<file path="src/rtl/plt_pkg.sv">
// plt_pkg: shared types and codes for the positional list table
// command and result beat structs, action codes, cell control flags
// no dependencies
`timescale 1ns / 1ps

package plt_pkg;

	// default list capacity
	localparam int PLT_CAPACITY = 64;

	// action codes
	localparam logic [2:0] ACT_CLEAR  = 3'd0;
	localparam logic [2:0] ACT_INSERT = 3'd1;
	localparam logic [2:0] ACT_DELETE = 3'd2;
	localparam logic [2:0] ACT_UPDATE = 3'd3;
	localparam logic [2:0] ACT_READ   = 3'd4;

	// command beat
	typedef struct packed {
		logic [2:0]         action;
		logic [6:0]         position;
		logic signed [31:0] value;
	} cmd_t;

	// result beat
	typedef struct packed {
		logic               ok;
		logic signed [31:0] read_value;
		logic [6:0]         count;
	} rsp_t;

	// flags broadcast to every cell of the row
	typedef struct packed {
		logic ins;
		logic del;
		logic upd;
		logic rd_load;
		logic rd_shift;
	} cell_ctl_t;

endpackage

</file>
<file path="src/rtl/plt_cell.sv">
// plt_cell: one storage cell of the list row
// holds one entry and one read-out stage, talks to both neighbours
// depends on plt_pkg
`timescale 1ns / 1ps

module plt_cell
	import plt_pkg::*;
#(
	parameter int SW  = 6,
	parameter int IDX = 0
) (
	input  logic               clk,
	input  cell_ctl_t          ctl,
	input  logic [SW-1:0]      slot,
	input  logic signed [31:0] value,
	input  logic signed [31:0] left,
	input  logic signed [31:0] right,
	input  logic signed [31:0] rd_right,
	output logic signed [31:0] ent,
	output logic signed [31:0] rd
);

	localparam logic [SW-1:0] MY = SW'(IDX);

	logic signed [31:0] ent_q;
	logic signed [31:0] rd_q;

	// entry: write at the slot, shift up above it on insert, pull down on delete
	always_ff @(posedge clk) begin
		if ((ctl.ins || ctl.upd) && MY == slot) begin
			ent_q <= value;
		end else if (ctl.ins && MY > slot) begin
			ent_q <= left;
		end else if (ctl.del && MY >= slot) begin
			ent_q <= right;
		end
	end

	// read-out chain moving one cell a cycle towards cell zero
	always_ff @(posedge clk) begin
		if (ctl.rd_load) begin
			rd_q <= ent_q;
		end else if (ctl.rd_shift) begin
			rd_q <= rd_right;
		end
	end

	assign ent = ent_q;
	assign rd  = rd_q;

endmodule

</file>
<file path="config.mk">
export PLATFORM = sky130hd
export DESIGN_NAME = plt_cell
export DESIGN_NICKNAME = d
export VERILOG_FILES = /design/src/rtl/plt_pkg.sv /design/src/rtl/plt_cell.sv
export SDC_FILE = /design/constraint.sdc
export NUM_CORES = 1
export LEC_CHECK = 0
export BUFFER_PORTS_ARGS = -buffer_cell sky130_fd_sc_hd__buf_2
export CORE_MARGIN = 3
export CORE_UTILIZATION = 30
export CTS_CLUSTER_DIAMETER = 60
export DETAILED_ROUTE_END_ITERATION = 8
export PLACE_DENSITY = 0.62
export SYNTH_ARGS = -nofsm -noshare
export SYNTH_HDL_FRONTEND = slang
export SYNTH_SLANG_ARGS = --single-unit
</file>
<file path="constraint.sdc">
create_clock -name clk -period 2.35 [get_ports clk]
set_clock_uncertainty 0.2 [all_clocks]
set_input_delay 0.47 -clock clk [delete_from_list [all_inputs] [get_ports clk]]
set_output_delay 0.47 -clock clk [all_outputs]
set_load 0.02 [all_outputs]
</file>
==> results.txt <==
----------------------------------------------------
[Clocking]
  H-tree levels ... 3
  Hold buffer count at cts ... 0
  Clock tree from TritonCTS ... done
  Sink count of the clock tree ... 64
  Num CTS Buffers ... 9
  Number of buffers on the longest clock path ... 2
  Clock input transition at the sequential cells of the worst setup and hold paths ... roughly 70 ps
  Resized Gates After CTS ... 0
  Number of setup buffers added after CTS ... 0
  Worst-Skew Late Latency ... 330 ps
  Clock root buffer master ... clkbuf_8

[Worst setup path]
  Endpoint of the worst setup timing path ... ent[13]$_DFFE_PP_
  Critical path data arrival time ... 1600 ps
  Maximum fanout along the worst path ... 32
  Worst Path Class, Setup ... in2reg
  Startpoint of the worst register-to-register path ... ent[20]$_DFFE_PP_
  Startpoint class of the critical path ... input port
  Worst Reg-to-Reg Cells ... 1
  CP required ... 2220 ps
  Capture point of the worst reg-to-reg path ... rd[20]$_DFFE_PP_
  Crit. Startpoint ... slot[1]
  Minimum setup slack among reg-to-reg paths ... between 1000 and 1500 ps
  Category of the worst setup path capture point ... register

[Synthesis]
  Dominant combinational cell family by area after synthesis ... multiplexers
  Synthesized instance count ... between 100 and 150
  Most frequent cell after synthesis ... edfxtp_1
  Syn_nets ... 280
  Proportion of synthesized area in mux cells ... around 29%
  Top post-synthesis cells by count ... edfxtp_1, mux2_2, mux2_4
  Synth Flop Type ... edfxtp_1
  Synth Warn # ... 0
  Adder and majority cell fraction of the synthesized area ... 0%
  Synthesized-area fraction occupied by ao, oa, aoi and oai cells ... 1.13%
  Proportion of synthesized flip-flops having asynchronous set or reset ... 0%
  Synthesized cell area ... 2870 um^2
  Share of the synthesized netlist area taken by xor and xnor gates ... 0%
  Average footprint of a synthesized cell ... 20.5 um^2
  Share of the yosys chip area belonging to registers ... 66.9%
  Number of flip-flops and latches in the synthesized netlist ... 64
  Dominant cell type by area after synthesis ... edfxtp_1
  Share of the synthesized area in the top cell type ... 66.9%
  Main area contributors after synthesis ... edfxtp_1, mux2_4, mux2_2, buf_6, nor4_4
  Post-synth EDFFs ... 64
  Count of different cell masters after synthesis ... 11
  Simple-gate area share of the yosys netlist ... 1.09%

[Placement]
  Pre-CTS setup slack ... ~280 ps
  Global placement routability congestion ... 0.697
  Count of buffers from port buffering ... ~170
  Post-detail-place hpwl ... 4.94 mm

[Floorplanning]
  Number of primary I/O pins ... about 200
  Die Span X ... 104 um
  Die area ... 10,800 um^2
  Starting density of the core ... 30.9%
  Placement row count ... 35
  Floorplan die height ... just over 100 um
  Area of the core ... between 9000 and 10,000 um^2

[Timing]
  Summed negative setup slack over all endpoints ... 0 ps
  Slew at the pin with the worst max-slew slack ... approximately 800 ps
  Final setup margin ... 621 ps
  Final critical-path required period ... 1730 ps
  Fmax ... between 0.5 and 0.6 GHz
  Slew Viols, Final ... 0
  Number of endpoints with negative hold slack in the final report ... 0
  Ratio of final minimum period to clock period ... between 70% and 80%
  Count of endpoints failing setup in the final report ... 0
  Unrepaired setup endpoints after global routing ... false
  Tightest slew margin relative to the limit ... 46.2%

[Layout]
  Total Nets Final ... 458
  Fraction of layout instances using a drive strength above 1 ... roughly 80%
  Signed area change from the synthesized netlist to the final layout ... 41.4%
  Number of antenna repair diodes ... 0

[Status]
  Status ... complete, no violations

[Run]
  MaxCap Viol Count ... 0

[Detailed routing]
  Routed length per instance ... about 15 um
  Routed vias ... roughly 1,900
  Detailed Routing Iterations Pass 1 ... 4
  Aggregate routed wire length ... 6.61 mm
  Post-route DRC ... 0
  Vias/cell ... 4.23
  Antenna viol nets, final ... 0
  1st-iter DRT viols ... 28

[Global route]
  Number of global-route vias before repair ... 2,068
  Grt total ovfl ... 0
  Number of antenna violations at the first check in global routing ... 0
  First-pass GRT wire length ... 10.5 mm
  Global-route usage over all layers ... 12.5%
  Largest net degree at the start of global routing ... 33

[Pwr]
  Clock network fraction of design power ... a little over a third
  Power per cell area ... 619 nW/um^2
  Cell-internal power ... between 1500 and 2000 uW
  Net Sw Frac ... 22.3%
  Leakage power ... 0.00184 uW
  Sequential power share ... 52.6%
  Comb pwr share ... between 10 and 15%
  Switching power total ... 561 uW
  Peak supply drop ... 0.301 mV

[Worst hold path]
  Worst Hold Path Cells ... 2
  Hold crit path type ... in2reg

----------------------------------------------------
layout make-up:
class,instances,area (um^2)
Tap cell,129,161
Timing Repair Buffer,174,903
Clock buffer,10,128
Fill cell,917,5220
Sequential cell,64,1920
Multi-Input combinational cell,69,897
Clock inverter,5,48.8
sequential cells by signal (all words and copies together), names as in the netlist:
| signal | cells |
|---|---|
| rd | 32 |
| ent | 32 |
layout by cell type (no fill, tap or decap):
cell type	Yosys	routed
buf_12	0	2
or2_2	1	1
nor2_1	1	1
bufinv_16	0	1
clkinv_1	0	1
clkbuf_1	1	1
buf_2	3	171
o311a_2	1	1
nor4_4	1	1
mux2_4	30	30
edfxtp_1	64	64
buf_4	0	1
clkinv_2	0	3
o211ai_4	1	1
mux2_2	34	34
clkbuf_8	0	9
critical path, stage by stage:
cell      delay (ps)
buf_2            110
nor4_4           340
o211ai_4         130
buf_12           210
mux2_4           320
worst min-delay path by stage:
stage | slack [ps] | startpoint | endpoint
after CTS | 210 | right[11] | ent[11]$_DFFE_PP_
after global placement | 350 | ent[11]$_DFFE_PP_ | rd[11]$_DFFE_PP_
after floorplan | 490 | right[10] | ent[10]$_DFFE_PP_
after global routing | 210 | right[11] | ent[11]$_DFFE_PP_
final | 240 | right[11] | ent[11]$_DFFE_PP_
after detailed placement | 360 | ent[12]$_DFFE_PP_ | rd[12]$_DFFE_PP_
cell families after synthesis:
| family | after synthesis |
|---|---|
| buffers and inverters | 7 |
| AOI/OAI and AO/OA | 2 |
| muxes | 64 |
| and+or+nand+nor | 3 |
| DFF | 64 |
per-stage QoR:
stage	power (uW)	util, %	area (um^2)	hold slack [ps]	instances
4_1_cts	2550	43.7	4060	215	451
2_1_floorplan	1520	-	2870	487	140
6_report	2510	43.7	4060	236	451
3_5_place_dp	1670	41.8	3880	359	436
5_1_grt	2630	43.7	4060	213	451
3_3_place_gp	1670	41.8	3880	353	436
power groups by stage:
stage | registers, uW | clock network (uW) | logic, uW
5_1_grt | 1330 | 957 | 344
4_1_cts | 1320 | 905 | 324
3_5_place_dp | 1350 | 0 | 323
3_3_place_gp | 1350 | 0 | 318
6_report | 1320 | 874 | 317
2_1_floorplan | 1410 | 0 | 104
per-layer routing:
layer	track usage, %	share of wire [%]
met4	5.03	2.2
met2	21.7	53
met1	13.9	38
met3	4.36	7.5
met5	0	0
No activity file was read; power rests on OpenSTA's default activity.
